===== config.mk =====
export PLATFORM = sky130hd
export DESIGN_NAME = thpd_decoder
export DESIGN_NICKNAME = d
export VERILOG_FILES = /design/src/rtl/core/thpd_pkg.sv /design/src/rtl/core/thpd_decoder.sv
export SDC_FILE = /design/constraint.sdc
export NUM_CORES = 1
export LEC_CHECK = 0
export BUFFER_PORTS_ARGS = -buffer_cell sky130_fd_sc_hd__buf_4
export CAP_MARGIN = 40
export CORE_MARGIN = 2
export CORE_UTILIZATION = 60
export CTS_CLUSTER_SIZE = 12
export DETAILED_ROUTE_END_ITERATION = 8
export PLACE_DENSITY = 0.86
export RECOVER_POWER = 100
export SYNTH_ARGS = -nofsm -noshare
export SYNTH_HDL_FRONTEND = slang
export SYNTH_SLANG_ARGS = --single-unit

===== constraint.sdc =====
create_clock -name clk -period 6.37 [get_ports clk]
set_input_delay 0.637 -clock clk [delete_from_list [all_inputs] [get_ports clk]]
set_output_delay 0.637 -clock clk [all_outputs]
set_load 0.005 [all_outputs]

===== src/rtl/core/thpd_pkg.sv =====
// Shared constants and types for the table Huffman packet decoder.
package thpd_pkg;

  localparam int MAX_OUT_DEF   = 2048;
  localparam int PEEK_BITS_DEF = 11;

  localparam int IN_IDX_W    = 11;
  localparam int SYM_W       = 8;
  localparam int LEN_W       = 4;
  localparam int BYTE_W      = 8;
  localparam int ENTRY_W     = SYM_W + LEN_W;
  localparam int S_TDATA_W   = 32;
  localparam int M_TDATA_W   = 8;
  localparam int M_TUSER_W   = 2;
  localparam int MAX_RESULTS = 18;
  localparam int NRES_W      = $clog2(MAX_RESULTS + 1);

  localparam logic [BYTE_W-1:0] RAW_HEADER = 8'h80;
  localparam logic [BYTE_W-1:0] MAX_PAD    = 8'd8;

  localparam logic MODE_LOAD = 1'b0;
  localparam logic MODE_BYTE = 1'b1;

  typedef struct packed {
    logic              error;
    logic              last;
    logic              valid;
    logic [BYTE_W-1:0] data;
  } result_t;

endpackage


===== src/rtl/core/thpd_decoder.sv =====
// Packet control, bit buffer and table lookup sequencer.
module thpd_decoder #(
  parameter int MAX_OUT   = thpd_pkg::MAX_OUT_DEF,
  parameter int PEEK_BITS = thpd_pkg::PEEK_BITS_DEF
) (
  input  logic                           clk,
  input  logic                           rst,
  input  logic                           in_valid,
  output logic                           in_ready,
  input  logic                           in_mode,
  input  logic [thpd_pkg::IN_IDX_W-1:0]  in_index,
  input  logic [thpd_pkg::SYM_W-1:0]     in_symbol,
  input  logic [thpd_pkg::LEN_W-1:0]     in_length,
  input  logic [thpd_pkg::BYTE_W-1:0]    in_byte,
  input  logic                           in_last,
  output logic                           ram_we,
  output logic [PEEK_BITS-1:0]           ram_waddr,
  output logic [thpd_pkg::ENTRY_W-1:0]   ram_wdata,
  output logic                           ram_re,
  output logic [PEEK_BITS-1:0]           ram_raddr,
  input  logic [thpd_pkg::ENTRY_W-1:0]   ram_rdata,
  output logic                           push,
  output thpd_pkg::result_t              push_res,
  input  logic                           out_free
);

  localparam int BUF_W  = PEEK_BITS + thpd_pkg::BYTE_W;
  localparam int CNT_W  = $clog2(BUF_W + 1);
  localparam int OCNT_W = $clog2(MAX_OUT + 1);
  localparam int PAD_W  = 4;

  typedef enum logic [1:0] {S_IDLE, S_CHECK, S_LOOKUP, S_FINISH} state_t;

  state_t                      state;
  logic [BUF_W-1:0]            bit_buffer;
  logic [CNT_W-1:0]            bit_count;
  logic                        in_packet;
  logic                        raw_mode;
  logic [PAD_W-1:0]            pad_bits;
  logic [OCNT_W-1:0]           out_count;
  logic                        halted;
  logic                        failed;
  logic                        final_step;
  logic [thpd_pkg::NRES_W-1:0] nres;
  logic                        pend_valid;
  logic [thpd_pkg::BYTE_W-1:0] pend_byte;

  logic                        go;
  logic                        cap_hit;
  logic [thpd_pkg::LEN_W-1:0]  rd_len;
  logic [CNT_W-1:0]            len_c;
  logic                        hdr_raw;
  logic                        hdr_bad;
  logic [PEEK_BITS-1:0]        peek_idx;

  assign in_ready  = (state == S_IDLE);
  assign ram_we    = in_valid && in_ready && (in_mode == thpd_pkg::MODE_LOAD);
  assign ram_waddr = PEEK_BITS'(in_index);
  assign ram_wdata = {in_length, in_symbol};

  assign hdr_raw = (in_byte == thpd_pkg::RAW_HEADER);
  assign hdr_bad = !hdr_raw && (in_byte > thpd_pkg::MAX_PAD);

  // The first stream bit is the most significant index bit.
  always_comb begin
    for (int k = 0; k < PEEK_BITS; k++) begin
      peek_idx[PEEK_BITS-1-k] = bit_buffer[k];
    end
  end

  assign go = !halted && (nres < thpd_pkg::NRES_W'(thpd_pkg::MAX_RESULTS))
              && (bit_count > CNT_W'(pad_bits))
              && (final_step || (bit_count >= CNT_W'(PEEK_BITS)));
  assign cap_hit   = (out_count >= OCNT_W'(MAX_OUT));
  assign ram_re    = (state == S_CHECK) && go && !cap_hit;
  assign ram_raddr = peek_idx;

  assign rd_len = ram_rdata[thpd_pkg::ENTRY_W-1 -: thpd_pkg::LEN_W];
  assign len_c  = (CNT_W'(rd_len) > CNT_W'(PEEK_BITS)) ? CNT_W'(PEEK_BITS) : CNT_W'(rd_len);

  always_comb begin
    push     = 1'b0;
    push_res = '{error: 1'b0, last: 1'b0, valid: 1'b1, data: pend_byte};
    unique case (state)
      S_LOOKUP: begin
        push = (rd_len != '0) && pend_valid && out_free;
      end
      S_FINISH: begin
        if (pend_valid) begin
          push     = out_free;
          push_res = '{error: final_step && failed, last: final_step, valid: 1'b1,
                       data: pend_byte};
        end else begin
          // A final byte with no data result closes the packet with an empty marker.
          push     = final_step && out_free;
          push_res = '{error: failed, last: 1'b1, valid: 1'b0, data: '0};
        end
      end
      default: begin
        push = 1'b0;
      end
    endcase
  end

  always_ff @(posedge clk) begin
    if (rst) begin
      state      <= S_IDLE;
      bit_buffer <= '0;
      bit_count  <= '0;
      in_packet  <= 1'b0;
      raw_mode   <= 1'b0;
      pad_bits   <= '0;
      out_count  <= '0;
      halted     <= 1'b0;
      failed     <= 1'b0;
      final_step <= 1'b0;
      nres       <= '0;
      pend_valid <= 1'b0;
    end else begin
      unique case (state)
        S_IDLE: begin
          if (in_valid && (in_mode == thpd_pkg::MODE_BYTE)) begin
            final_step <= in_last;
            nres       <= '0;
            if (!in_packet) begin
              in_packet <= 1'b1;
              raw_mode  <= hdr_raw;
              pad_bits  <= PAD_W'(in_byte);
              if (hdr_bad) begin
                halted <= 1'b1;
                failed <= 1'b1;
              end
              state <= S_FINISH;
            end else if (raw_mode) begin
              pend_valid <= 1'b1;
              pend_byte  <= in_byte;
              nres       <= thpd_pkg::NRES_W'(1);
              state      <= S_FINISH;
            end else begin
              if (!halted) begin
                bit_buffer <= bit_buffer | (BUF_W'(in_byte) << bit_count);
                bit_count  <= bit_count + CNT_W'(thpd_pkg::BYTE_W);
              end
              state <= S_CHECK;
            end
          end
        end
        S_CHECK: begin
          if (!go) begin
            state <= S_FINISH;
          end else if (cap_hit) begin
            halted <= 1'b1;
            failed <= 1'b1;
            state  <= S_FINISH;
          end else begin
            state <= S_LOOKUP;
          end
        end
        S_LOOKUP: begin
          if (rd_len == '0) begin
            halted <= 1'b1;
            failed <= 1'b1;
            state  <= S_FINISH;
          end else if (!pend_valid || out_free) begin
            pend_valid <= 1'b1;
            pend_byte  <= ram_rdata[thpd_pkg::SYM_W-1:0];
            nres       <= nres + 1'b1;
            out_count  <= out_count + 1'b1;
            if (len_c >= bit_count) begin
              bit_buffer <= '0;
              bit_count  <= '0;
            end else begin
              bit_buffer <= bit_buffer >> len_c;
              bit_count  <= bit_count - len_c;
            end
            state <= S_CHECK;
          end
        end
        S_FINISH: begin
          if ((pend_valid || final_step) ? out_free : 1'b1) begin
            pend_valid <= 1'b0;
            state      <= S_IDLE;
            if (final_step) begin
              bit_buffer <= '0;
              bit_count  <= '0;
              in_packet  <= 1'b0;
              raw_mode   <= 1'b0;
              pad_bits   <= '0;
              out_count  <= '0;
              halted     <= 1'b0;
              failed     <= 1'b0;
            end
          end
        end
        default: begin
          state <= S_IDLE;
        end
      endcase
    end
  end

  a_count_fits: assert property (@(posedge clk) disable iff (rst)
    bit_count <= CNT_W'(BUF_W))
    else $error("bit count exceeds buffer width");

  a_cap_held: assert property (@(posedge clk) disable iff (rst)
    out_count <= OCNT_W'(MAX_OUT))
    else $error("symbol count passed the output cap");

  a_push_free: assert property (@(posedge clk) disable iff (rst)
    push |-> out_free)
    else $error("result pushed into a full output register");

  a_lookup_after_read: assert property (@(posedge clk) disable iff (rst)
    (state == S_LOOKUP) && !$past(state == S_LOOKUP) |-> $past(ram_re))
    else $error("lookup entered without a table read");

  a_idle_empty: assert property (@(posedge clk) disable iff (rst)
    (state == S_IDLE) |-> !pend_valid)
    else $error("pending result left over between requests");

endmodule


==> reports/metrics.cfg <==
[synth]
synth_cell_types=68
synthArstFlopShare=0
postSynthCellCount=626
syn-num-nets=688
yosysSeqAreaShare=0.268
ys_ff_latch=60
synth.avg_cell_area_sq_um=7.65
syn_area_sq_mm=0.00479
yosys_warnings=0
synth_edf_count=8
synth_ff_type=dfxtp_1

[placement]
port_buffers=51
dp_hpwl_um=9330
globalplace.congestion=0.981
dpl_worst_slack_ns=3.00

[clocking]
ctsRootBufferMaster=clkbuf_8
cts_num_sinks=60
cts_buffers=9
cts_setup_buffers=0
clk-insertion-delay-late_ns=0.35
cts_resized=0
cts_htree_levels=3
hold_buffers=0
cts_tree=done
clkTransAtPathRegs_ns=0.07
clockBufferDepth=2

[sta]
fmax_mhz=264
setup_viol=0
skew_ns=0.00906
fin_tns_setup_ns=0
grt_setup_unrepaired=no
min_period_ns=3.79
hold_viol_final=0
drv_slew=0
relSlewSlack=0.346
max_slew.worst_pin.slew_ns=0.978
period_share=0.595
finalWorstSetupSlack_ns=2.58

[cells_and_area]
diodes=0
final_layout_size_suffix_gt1_frac=0.149
syn_to_final_growth_pct=6.27
fin_nets=681

[critical_path]
slowest_stage=nor2b_1
crit_fanout=22
critPathCaptureType=flip-flop
worst-setup-path-type=reg2reg
crit_required_ns=6.64
slowest_delay_ns=0.78
critPathLaunchType=flip-flop
crit_path_cell_trace=nor2b_1, and2_0, or2_0, clkbuf_1, o21bai_1, a21oi_1
cp_data_arrival_time_ns=4.07

[floorplan]
rows=32
core_area_sq_mm=0.00773
io_pins=98
die-area_sq_mm=0.00871
die_w_um=93.3
die_h_um=93.3
initial_core_util=0.620

[global_route]
grt_pass1_wl_um=20900
grt_usage=0.301
grt_pass1_vias=4370
grt_antenna_before_repair=0
grt_max_degree=38
overflow=0

[pwr]
power_density_mw_per_mm2=220
p_leak_nw=1.91
ir_drop_mv=0.158

[routing]
drt-total-wl_um=12700
drt_iter0_drc=357
drtPass1Iterations=7
num_vias=4668
drc=0
ant_nets=0
vias_per_cell=6.43
wire_per_inst_um=17.5

[run_status]
outcome=completed

[flow_run]
maxCapViolCount=0

[min_path]
min_path_type=reg2reg

==> cell families after synthesis <==
| group | share of synthesized area |
|---|---|
| AOI/OAI and AO/OA | 0.206 |
| xor gates and xnor gates | 0.0256 |
| adders and majority gates | 0.0376 |
| buffers and inverters | 0.104 |
| DFF | 0.268 |
| muxes | 0.103 |
| and+or+nand+nor | 0.256 |
==> power by group <==
part / internal [W] / switching [W] / total [W]
Combinational: 0.000116 / 0.000177 / 0.000293
Clock: 0.000223 / 0.000164 / 0.000387
Sequential: 0.000405 / 0.0000336 / 0.000438
==> critical path: cells and delay by family (launching register included) <==
kind,cells,cell delay (ns)
and+or+nand+nor,3,1.56
AOI/OAI and AO/OA,2,0.72
buffers and inverters,1,0.78
DFF,1,0.65
==> stage by stage <==
stage,power (W),instances,hold WS [ns],instance area [sq um],util
finish,0.00112,726,0.455,5090,0.659
global route,0.00117,726,0.475,5090,0.659
CTS,0.00112,726,0.454,5110,0.661
detailed placement,0.000738,710,0.445,4890,0.633
global placement,0.000724,709,0.443,4870,0.631
floorplan,0.000667,626,0.432,4790,-
==> flip-flops by register name, summed over array words and instances, names as in the netlist, 2 cells and up <==
register    count
out_count      12
bit_buffer     19
bit_count       5
nres            5
pend_byte       8
state           2
pad_bits        4
==> area by class of cell <==
cell class,instances,area [sq um]
clock buffer,9,124
clock inverter,7,97.6
fill,665,2640
inverter,18,67.6
multi-input combinational,477,3000
sequential,60,1280
tap,102,128
timing repair buffer,53,390
==> Yosys cell counts (3+ instances only) <==
master | number | share of area
a211oi_1 | 10 | 0.016
a21o_1 | 4 | 0.0063
a21oi_1 | 43 | 0.045
a22oi_1 | 4 | 0.0063
a311oi_1 | 4 | 0.0073
a31oi_1 | 6 | 0.0078
and2_1 | 13 | 0.017
and3_1 | 7 | 0.0091
buf_2 | 12 | 0.013
buf_4 | 38 | 0.060
clkbuf_1 | 20 | 0.016
clkinv_1 | 3 | 0.0024
dfxtp_1 | 52 | 0.22
edfxtp_1 | 8 | 0.050
ha_1 | 12 | 0.031
inv_1 | 14 | 0.011
mux2_2 | 11 | 0.026
mux2i_1 | 28 | 0.059
mux4_2 | 4 | 0.019
nand2_1 | 84 | 0.066
nand2b_1 | 9 | 0.012
nand3_1 | 16 | 0.017
nand4_1 | 8 | 0.010
nor2_1 | 60 | 0.047
nor2b_1 | 5 | 0.0065
nor3_1 | 22 | 0.023
nor3b_1 | 7 | 0.011
nor4_1 | 4 | 0.0052
o211ai_1 | 7 | 0.011
o21a_1 | 4 | 0.0063
o21ai_0 | 30 | 0.031
o221ai_1 | 8 | 0.015
o22ai_1 | 5 | 0.0065
o32ai_1 | 3 | 0.0055
or2_2 | 4 | 0.0052
or3_1 | 3 | 0.0039
xnor2_1 | 4 | 0.0073
xor2_1 | 10 | 0.018
==> final timing paths <==
check / startpoint / slack [ns] / to / depth (start not counted)
worst max-delay path: state[1]$_SDFFE_PP0P_ / 2.58 / failed$_SDFFE_PP0P_ / 6
worst max register to register: state[1]$_SDFFE_PP0P_ / 2.58 / failed$_SDFFE_PP0P_ / 6
worst min-delay path: pad_bits[2]$_SDFFE_PP0P_ / 0.46 / pad_bits[2]$_SDFFE_PP0P_ / 2
worst min register to register: pad_bits[2]$_SDFFE_PP0P_ / 0.46 / pad_bits[2]$_SDFFE_PP0P_ / 2
==> per-layer routing <==
layer	share of wire	vias up	GRT usage	wire length, um
met3	0.079	33	0.0685	998
met5	0	-	0	0
li1	-	2203	-	-
met2	0.49	224	0.493	6180
met4	0.034	0	0.130	427
met1	0.40	2208	0.379	5100
==> cell usage in the layout (no fill, tap or decap), types with 5 or more instances in the layout <==
cell and count:
mux2_2 11, clkbuf_8 9, nor3_1 22, nand4_1 8, dfxtp_1 52, o221ai_1 8, nand2_1 85, o211ai_1 7
xor2_1 10, nor2b_1 6, nand2b_1 9, buf_4 36, a211oi_1 10, nand3_1 16, inv_1 14, nor3b_1 7
nor2_1 61, o22ai_1 5, edfxtp_1 8, a21oi_1 43, a31oi_1 6, and3_1 7, o21ai_0 32, mux2i_1 28
clkbuf_4 15, and2_0 10, ha_1 12
Power figures use the tool's default switching activity.
