**config.mk**
```make
export PLATFORM = sky130hd
export DESIGN_NAME = thpd_out_reg
export DESIGN_NICKNAME = d
export VERILOG_FILES = /design/src/rtl/core/thpd_pkg.sv /design/src/rtl/core/thpd_out_reg.sv
export SDC_FILE = /design/constraint.sdc
export NUM_CORES = 1
export LEC_CHECK = 0
export BUFFER_PORTS_ARGS = -buffer_cell sky130_fd_sc_hd__clkbuf_2
export CAP_MARGIN = 20
export CELL_PAD_IN_SITES_DETAIL_PLACEMENT = 0
export CELL_PAD_IN_SITES_GLOBAL_PLACEMENT = 2
export CORE_MARGIN = 4
export CORE_UTILIZATION = 24
export CTS_CLUSTER_SIZE = 10
export DETAILED_ROUTE_END_ITERATION = 8
export PLACE_DENSITY_LB_ADDON = 0.1
export RECOVER_POWER = 25
export SYNTH_ARGS = -nofsm -noshare
export SYNTH_HDL_FRONTEND = slang
export SYNTH_SLANG_ARGS = --single-unit
```
**constraint.sdc**
```tcl
create_clock -name clk -period 1 [get_ports clk]
set_input_delay 0.15 -clock clk [delete_from_list [all_inputs] [get_ports clk]]
set_output_delay 0.15 -clock clk [all_outputs]
set_load 0.02 [all_outputs]
```
**src/rtl/core/thpd_pkg.sv**
```systemverilog
// Shared constants and types for the table Huffman packet decoder.
package thpd_pkg;

  localparam int MAX_OUT_DEF   = 2048;
  localparam int PEEK_BITS_DEF = 11;

  localparam int IN_IDX_W    = 11;
  localparam int SYM_W       = 8;
  localparam int LEN_W       = 4;
  localparam int BYTE_W      = 8;
  localparam int ENTRY_W     = SYM_W + LEN_W;
  localparam int S_TDATA_W   = 32;
  localparam int M_TDATA_W   = 8;
  localparam int M_TUSER_W   = 2;
  localparam int MAX_RESULTS = 18;
  localparam int NRES_W      = $clog2(MAX_RESULTS + 1);

  localparam logic [BYTE_W-1:0] RAW_HEADER = 8'h80;
  localparam logic [BYTE_W-1:0] MAX_PAD    = 8'd8;

  localparam logic MODE_LOAD = 1'b0;
  localparam logic MODE_BYTE = 1'b1;

  typedef struct packed {
    logic              error;
    logic              last;
    logic              valid;
    logic [BYTE_W-1:0] data;
  } result_t;

endpackage

```
**src/rtl/core/thpd_out_reg.sv**
```systemverilog
// Output register that parts the decoder from the result stream.
module thpd_out_reg (
  input  logic                            clk,
  input  logic                            rst,
  input  logic                            push,
  input  thpd_pkg::result_t               res,
  output logic                            out_free,
  output logic                            m_tvalid,
  input  logic                            m_tready,
  output logic [thpd_pkg::M_TDATA_W-1:0]  m_tdata,  // [7:0] out_byte
  output logic [thpd_pkg::M_TUSER_W-1:0]  m_tuser,  // [0] out_valid, [1] out_error
  output logic                            m_tlast   // out_last
);

  assign out_free = !m_tvalid || m_tready;

  always_ff @(posedge clk) begin
    if (rst) begin
      m_tvalid <= 1'b0;
    end else if (push) begin
      m_tvalid <= 1'b1;
    end else if (m_tready) begin
      m_tvalid <= 1'b0;
    end
  end

  always_ff @(posedge clk) begin
    if (push) begin
      m_tdata <= res.data;
      m_tuser <= {res.error, res.valid};
      m_tlast <= res.last;
    end
  end

endmodule

```
==> metrics.cfg, run 1 <==
[cells_and_area]
drive_above_1_share_pct=71.7
nets=62
seq_area_um2=352
fillers=142
multi_input_area_um2=22.5
antenna_cells=0
syn2layout_area_growth_pct=50.2

[critical_path]
arrival_ns=0.80
critPathTopFamily=flip-flops
worst-path-buf-inv=1
endpoint_kind=output pin
critPathMaxStageDelay_ns=0.35
critical_path_class=reg2out
start_kind=flip-flop
r2r_cells=2
path_max_fanout=2
path_cells=nand2b_4 > buf_6
cp_slowest_cell=dfxtp_2
cp.required_ns=0.85
path_depth=2

[global_routing]
grt-ovfl-total=0
grt_start_max_net_pins=13
grt_pass1_vias=246
antenna_found_initial=0
grt_first_pass_wirelength_um=1000
track_usage_pct=6.89

[sta]
fin_crit_sh_pct=94.9
fin_crit_ns=0.949
finClkSkew_ns=0
finalSetupViolations=0
slew_viol_final=0
hold_viol=0
fin_tns_setup_ns=0
tightest_slew_ns=0.267
fmax_mhz=1050
fin_hold_ws_ns=0.0416
slew-limit-headroom_pct=82.2
rsz0062_at_grt=false

[die]
die-area_mm2=0.00227
initial_utilization_pct=25.3
placementRows=14
io_pins=28
die_h_um=47.6
die_x_um=47.6
coreArea_mm2=0.00149

[power]
seq_power_share_pct=58.8
combPwrFrac_pct=13.0
pwr-share-clk_pct=28.2
switching_share_pct=22.2
switchingPower_mw=0.228
vdd.ir_drop.worst_v=0.000729
internal-power_mw=0.795
power_density_mw_per_mm2=1810
p_leak_nw=0.260

[synth]
synth.yosys.warnings=0
synth_xor_area_share_pct=0
synthMuxAreaShare_pct=0
syn_avg_cell_area_um2=25.1
synth_top_family_by_area=simple AND/OR/NAND/NOR gates
syn_area_um2=377
ys_ff_latch=12
synth_cells=15
synth_fa_ha_area_share_pct=0
synth.distinct_cells=5
yosys.area_share.simple_pct=3.65
syn_nets=30
yosysSeqAreaShare_pct=93.0
synth_compound_area_share_pct=2.33

[run]
maxCapViolCount=0

[placed_design]
port_buffers=27
place.gp.congestion=0.677

[hold_path]
hold_depth=2
hold_path_class=in2reg

[cts]
clock_sinks=12
h-tree-depth=1
clk_pin_slew_ns=0.06
cts-root-buf=clkbuf_4
cts_tree=built
cts_buffers=3
worstSkewPairLatency_ns=0.25
cts_buffer_depth=2

[route]
ant_nets=0
dr.pass1.iters=2
vias=245
via_per_inst=3.95
drtIter0Drc=1
wl_per_cell_um=10.7
wl_um=661
drc=0

[run_status]
status=finished, final reports clean

## sequential cells by signal (all words and copies together) (netlist names)
register  flops
m_tuser       2
m_tvalid      1
m_tdata       8
m_tlast       1
## routing by layer
| layer | part of all wire (%) | vias to the layer above | global-route usage, % |
|---|---|---|---|
| met5 | 0 | - | 0 |
| met4 | 0 | 0 | 4.84 |
| met3 | 14 | 0 | 3.38 |
| met2 | 53 | 17 | 10.7 |
| met1 | 33 | 109 | 7.28 |
| li1 | - | 119 | - |
## cells in the final DEF, fill, tap and decap left out
master,synthesis,final
a21oi_2,1,1
nand2b_4,1,1
buf_6,0,1
dfxtp_2,0,1
clkbuf_1,0,1
clkbuf_4,0,3
clkbuf_2,0,26
edfxtp_1,11,11
inv_1,1,1
## synth_stat cells
library cell	number	share of area (%)
a21oi_2	1	2.3
dfxtp_1	1	5.3
edfxtp_1	11	88
inv_1	1	1.0
nand2b_4	1	3.7
## metrics by stage
| step | utilization (%) | area (um2) | std cells | setup slack, ns | total power, mW |
|---|---|---|---|---|---|
| after floorplan | - | 377 | 15 | 0.226 | 0.674 |
| after global placement | 35.7 | 532 | 58 | 0.275 | 0.742 |
| after detailed placement | 35.7 | 532 | 58 | 0.260 | 0.746 |
| after CTS | 37.6 | 559 | 62 | 0.0144 | 1.05 |
| after global routing | 38.0 | 566 | 62 | 0.0107 | 1.08 |
| final | 38.0 | 566 | 62 | 0.0506 | 1.02 |
## cells by family (layout without fill, tap and decap cells)
group,count (synthesis),in the layout
AOI/OAI and AO/OA,1,1
buffers and inverters,1,32
DFF,12,12
and+or+nand+nor,1,1
## path summary, 6_finish.rpt
check | startpoint | to | slack (ns)
max | m_tvalid | out_free | 0.05
min | rst | m_tvalid | 0.04
max reg2reg | m_tvalid | m_tvalid | 0.40
min reg2reg | m_tvalid | m_tvalid | 0.49
## power groups by stage
stage	clock network (mW)	registers [mW]	logic (mW)
6_report	0.289	0.601	0.133
5_1_grt	0.336	0.604	0.144
4_1_cts	0.310	0.602	0.134
3_5_place_dp	0	0.612	0.134
3_3_place_gp	0	0.611	0.132
2_1_floorplan	0	0.665	0.00968
## repair_timing
action,4_1_cts,5_1_grt
gates resized for setup,1,3
hold buffers,0,0
setup endpoints to repair,1,1
buffers inserted,0,0
## final cells by class
| cell class | count | share of cell area [%] |
|---|---|---|
| clock buffer | 4 | 4.65 |
| inverter | 1 | 0.664 |
| multi-input combinational | 2 | 3.98 |
| sequential | 12 | 62.2 |
| tap | 16 | 3.54 |
| timing repair buffer | 27 | 25.0 |
Power figures use the tool's default switching activity.
==> inputs of run 2 (changes only) <==
clock period = 1.2 ns   (was 1 ns; I/O delays follow)
==> run 2 against run 1 <==
  * Sequential power is 17% lower
  * Clock-buffer cell count is 1 lower
  * Sequential share of layout area up 0.61 points
  * Non-clock buffer count unchanged
  * Critical path depth stayed put
  * Via count decreased by 1.6%
  * Sequential cell count did not move
  * Final cell count stayed put
  * Global-route usage shrank 0.31 points
  * Clock power shrank 18%
  * Highest routed layer unchanged
==> metrics.cfg, run 2 (synthesis results as in run 1) <==
[global_routing]
grt_pass1_vias=230  ; -6.5%
antenna_found_initial=0  ; unchanged
grt-ovfl-total=0  ; unchanged
grt_first_pass_wirelength_um=979  ; -2.1%
track_usage_pct=6.58  ; -0.31 points
grt_start_max_net_pins=13  ; unchanged

[critical_path]
cp.required_ns=1.02  ; +0.17 ns
endpoint_kind=output pin
critPathMaxStageDelay_ns=0.38  ; +0.03 ns
arrival_ns=0.85  ; +0.05 ns
critical_path_class=reg2out
path_cells=nand2b_4 > clkbuf_2
cp_slowest_cell=dfxtp_1
critPathTopFamily=flip-flops
start_kind=flip-flop
worst-path-buf-inv=1  ; unchanged
path_max_fanout=2  ; unchanged

[route]
wl_per_cell_um=10.3  ; -3.8%
dr_wl_met2_um=304  ; -13%
via_per_inst=3.89  ; -1.6%
drtIter0Drc=3  ; +2
dr.pass1.iters=2  ; unchanged
vias=241  ; -1.6%
wl_met3_um=98  ; +5.4%
wl_met1_um=233  ; +6.4%
wl_um=636  ; -3.8%
drc=0  ; unchanged
ant_nets=0  ; unchanged
highest_layer=met3

[die]
die_h_um=47.6  ; unchanged
placementRows=14  ; unchanged
coreArea_mm2=0.00149  ; unchanged
initial_utilization_pct=25.3  ; unchanged
die_x_um=47.6  ; unchanged
io_pins=28  ; unchanged
die-area_mm2=0.00227  ; unchanged

[run]
maxCapViolCount=0  ; unchanged

[cts]
cts_hold_buf=0  ; unchanged
clock_sinks=12  ; unchanged
cts_buffer_depth=2  ; unchanged
cts_buffers=3  ; unchanged
postCtsSetupBuffers=0  ; unchanged
cts-root-buf=clkbuf_4
worstSkewPairLatency_ns=0.26  ; about the same
cts_resized=0  ; -1
cts_tree=built
h-tree-depth=1  ; unchanged
clk_pin_slew_ns=0.07  ; about the same

[cells_and_area]
largest_reg_flops=8  ; unchanged
antenna_cells=0  ; unchanged
drive_above_1_share_pct=69.6  ; -2.2 points
top_regs=m_tdata (8), m_tuser (2)
final_util_pct=37.5  ; -0.50 points
instances_no_fill=62  ; unchanged
design_area_um2=558  ; -1.3%
syn2layout_area_growth_pct=48.2
nets=62  ; unchanged
regMostFlops=m_tdata
mostFrequentLayoutCell=clkbuf_2
final_cell_mix=clkbuf_2, edfxtp_1, clkbuf_4
fillers=137  ; -3.5%

[sta]
fin_crit_sh_pct=86.1
finClkSkew_ns=0  ; unchanged
finalSetupViolations=0  ; unchanged
fmax_mhz=967
slew-limit-headroom_pct=81.6  ; -0.59 points
tightest_slew_ns=0.276  ; +0.00892 ns
slew_viol_final=0  ; unchanged
rsz0062_at_grt=false
hold_viol=0  ; unchanged
fin_hold_ws_ns=0.0732  ; +0.0316 ns
fin_crit_ns=1.03
fin_tns_setup_ns=0  ; unchanged

[run_status]
status=finished, final reports clean

[hold_path]
hold_path_class=in2reg

[placed_design]
dpl.cell_count=58  ; unchanged
place.gp.congestion=0.677  ; about the same
placed_cell_area_um2=532  ; unchanged
port_buffers=27  ; unchanged

[power]
p_leak_nw=0.258  ; -0.77%
power_density_mw_per_mm2=1510  ; -16%
vdd.ir_drop.worst_v=0.000600  ; -18%

## run 2: changes by cell type in the layout (fill, tap and decap cells not counted), sizes merged
cell / delta
clkinv: +1
buf: -1
## run 2: worst paths after layout
path,start,to,slack [ns],cells after the start
min,rst,m_tvalid,0.07,2
max reg2reg,m_tvalid,m_tvalid,0.57,2
max,m_tvalid,out_free,0.17,2
min reg2reg,m_tvalid,m_tvalid,0.50,2
## run 2: cell type report
class / count / area, um2 / share of cell area, %
clock buffer: 3 / 22.5 / 4.04
clock inverter: 1 / 3.75 / 0.673
inverter: 1 / 3.75 / 0.673
multi-input combinational: 2 / 22.5 / 4.04
sequential: 12 / 350 / 62.8
tap: 16 / 20.0 / 3.59
timing repair buffer: 27 / 135 / 24.2
## run 2: where the power goes
part           leakage [nW]  switching (mW)  internal [mW]
clock                0.0154           0.116          0.120
combinational         0.126          0.0681         0.0407
sequential            0.116         0.00863          0.491
## run 2: metal layers
| layer | up-vias | global-route usage (%) |
|---|---|---|
| met2 | 17 | 9.63 |
| met3 | 0 | 2.26 |
| met5 | - | 0 |
| met1 | 106 | 7.98 |
| li1 | 118 | - |
| met4 | 0 | 4.84 |
## run 2: stage by stage
stage | setup WS, ns | power, mW
floorplan | 0.426 | 0.562
global placement | 0.445 | 0.619
detailed placement | 0.426 | 0.621
CTS | 0.152 | 0.864
global route | 0.133 | 0.887
finish | 0.166 | 0.845
==> inputs of run 3 (changes only) <==
CAP_MARGIN = 25   (was 20)
clock period = 1.3 ns   (was 1.2 ns; I/O delays follow)
==> run 3 against run 2 <==
  * Register-to-register slack improved by 0.12 ns
  * Global-route usage rose by 0.14 points
  * First-iteration DRC count fell by 33%
  * Clock skew did not move
  * Core utilization did not move
  * Critical path type unchanged
==> metrics.cfg, run 3 (synthesis results as in run 1) <==
[die]
coreArea_mm2=0.00149  ; unchanged
initial_utilization_pct=25.3  ; unchanged
io_pins=28  ; unchanged
die_h_um=47.6  ; unchanged
die-area_mm2=0.00227  ; unchanged
die_x_um=47.6  ; unchanged
placementRows=14  ; unchanged

[power]
pwr-share-clk_pct=28.6  ; +0.7 points
seq_power_share_pct=58.6  ; -0.6 points
vdd.ir_drop.worst_v=0.000532  ; -11%
switching_share_pct=23.5  ; +0.69 points
switchingPower_mw=0.185  ; -4.1%
power_density_mw_per_mm2=1410  ; -6.9%
p_leak_nw=0.258  ; unchanged
internal-power_mw=0.602  ; -7.7%
combPwrFrac_pct=12.8  ; about the same

[critical_path]
reg2reg_from=m_tvalid
endpoint_kind=output pin
arrival_ns=0.85  ; about the same
critical_path_class=reg2out
worstSetupStartpoint=m_tvalid
r2r_setup_slack_ns=0.69  ; +0.12 ns
r2r_cells=2  ; unchanged
start_kind=flip-flop
path_max_fanout=2  ; unchanged
reg2reg_to=m_tvalid
cp.required_ns=1.11  ; +0.09 ns
crit_end=out_free

[global_routing]
grt_pass1_vias=230  ; unchanged
antenna_found_initial=0  ; unchanged
track_usage_pct=6.72  ; +0.14 points
grt_start_max_net_pins=13  ; unchanged
grt_first_pass_wirelength_um=959  ; -2.0%
grt-ovfl-total=0  ; unchanged

[cts]
cts_resized=0  ; unchanged
cts_tree=built
cts_hold_buf=0  ; unchanged
clock_sinks=12  ; unchanged
postCtsSetupBuffers=0  ; unchanged
worstSkewPairLatency_ns=0.26  ; about the same
cts_buffer_depth=2  ; unchanged
cts-root-buf=clkbuf_4
h-tree-depth=1  ; unchanged
cts_buffers=3  ; unchanged
clk_pin_slew_ns=0.07  ; about the same

[cells_and_area]
regMostFlops=m_tdata
largest_reg_flops=8  ; unchanged
top_regs=m_tdata (8), m_tuser (2)
syn2layout_area_growth_pct=48.2  ; unchanged
antenna_cells=0  ; unchanged
drive_above_1_share_pct=69.6  ; unchanged
mostFrequentLayoutCell=clkbuf_2
final_cell_mix=clkbuf_2, edfxtp_1, clkbuf_4
nets=62  ; unchanged

[route]
ant_nets=0  ; unchanged
wl_per_cell_um=11.0  ; +7.2%
vias=240  ; -0.41%
via_per_inst=3.87  ; -0.41%
drc=0  ; unchanged
dr.pass1.iters=3  ; +1
drtIter0Drc=2  ; -1
wl_um=682  ; +7.2%

[sta]
finClkSkew_ns=0  ; unchanged
rsz0062_at_grt=false
finalSetupViolations=0  ; unchanged
fin_tns_setup_ns=0  ; unchanged
tightest_slew_ns=0.280  ; +0.00384 ns
fin_crit_sh_pct=80.5
fin_hold_ws_ns=0.0891  ; +0.0159 ns
slew-limit-headroom_pct=81.3  ; -0.26 points
fin_crit_ns=1.05
slew_viol_final=0  ; unchanged
hold_viol=0  ; unchanged
fmax_mhz=956

[placed_design]
port_buffers=27  ; unchanged
dp_hpwl_um=553
place.gp.congestion=0.677  ; about the same

[run_status]
status=finished, final reports clean

[run]
maxCapViolCount=0  ; unchanged

[hold_path]
hold_path_class=in2reg

run 3: power groups by stage:
stage               Combinational (mW)  Clock [mW]  Sequential [mW]
floorplan                      0.00744           0            0.511
global placement                 0.101           0            0.470
detailed placement               0.103           0            0.471
CTS                              0.103       0.238            0.462
global route                     0.109       0.247            0.464
finish                           0.101       0.225            0.462
run 3: cell type report:
cell class / instances / area [um2]
well taps: 16 / 20.0
flip-flops and latches: 12 / 350
fillers: 146 / 931
inverters: 1 / 3.75
clock inverters: 1 / 3.75
clock buffers: 3 / 22.5
multi-input cells: 2 / 22.5
repair buffers: 27 / 135
run 3: stage by stage:
stage               instance area, um2  total power [mW]  utilization (%)  worst slack (ns)  cells
floorplan                          377             0.519                -             0.526     15
global placement                   532             0.571             35.7             0.531     58
detailed placement                 532             0.574             35.7             0.505     58
CTS                                558             0.804             37.5             0.232     62
global route                       558             0.820             37.5             0.203     62
finish                             558             0.787             37.5             0.254     62
run 3: worst min path at each step:
stage | start | endpoint | slack [ns] | depth (start not counted)
floorplan | rst | m_tvalid | 0.26 | 1
global placement | rst | m_tvalid | 0.36 | 2
detailed placement | rst | m_tvalid | 0.36 | 2
CTS | rst | m_tvalid | 0.07 | 2
global route | rst | m_tvalid | 0.09 | 2
finish | rst | m_tvalid | 0.09 | 2
run 3: worst max-delay path: stages, from the launching register on:
cell,delay [ns]
dfxtp_1,0.37
nand2b_4,0.07
clkbuf_2,0.15
run 3: layer usage:
metal,global-route usage (%),share of wire (%)
met1,7.71,34
met2,9.63,51
met3,2.26,15
met4,6.45,0
met5,0,0
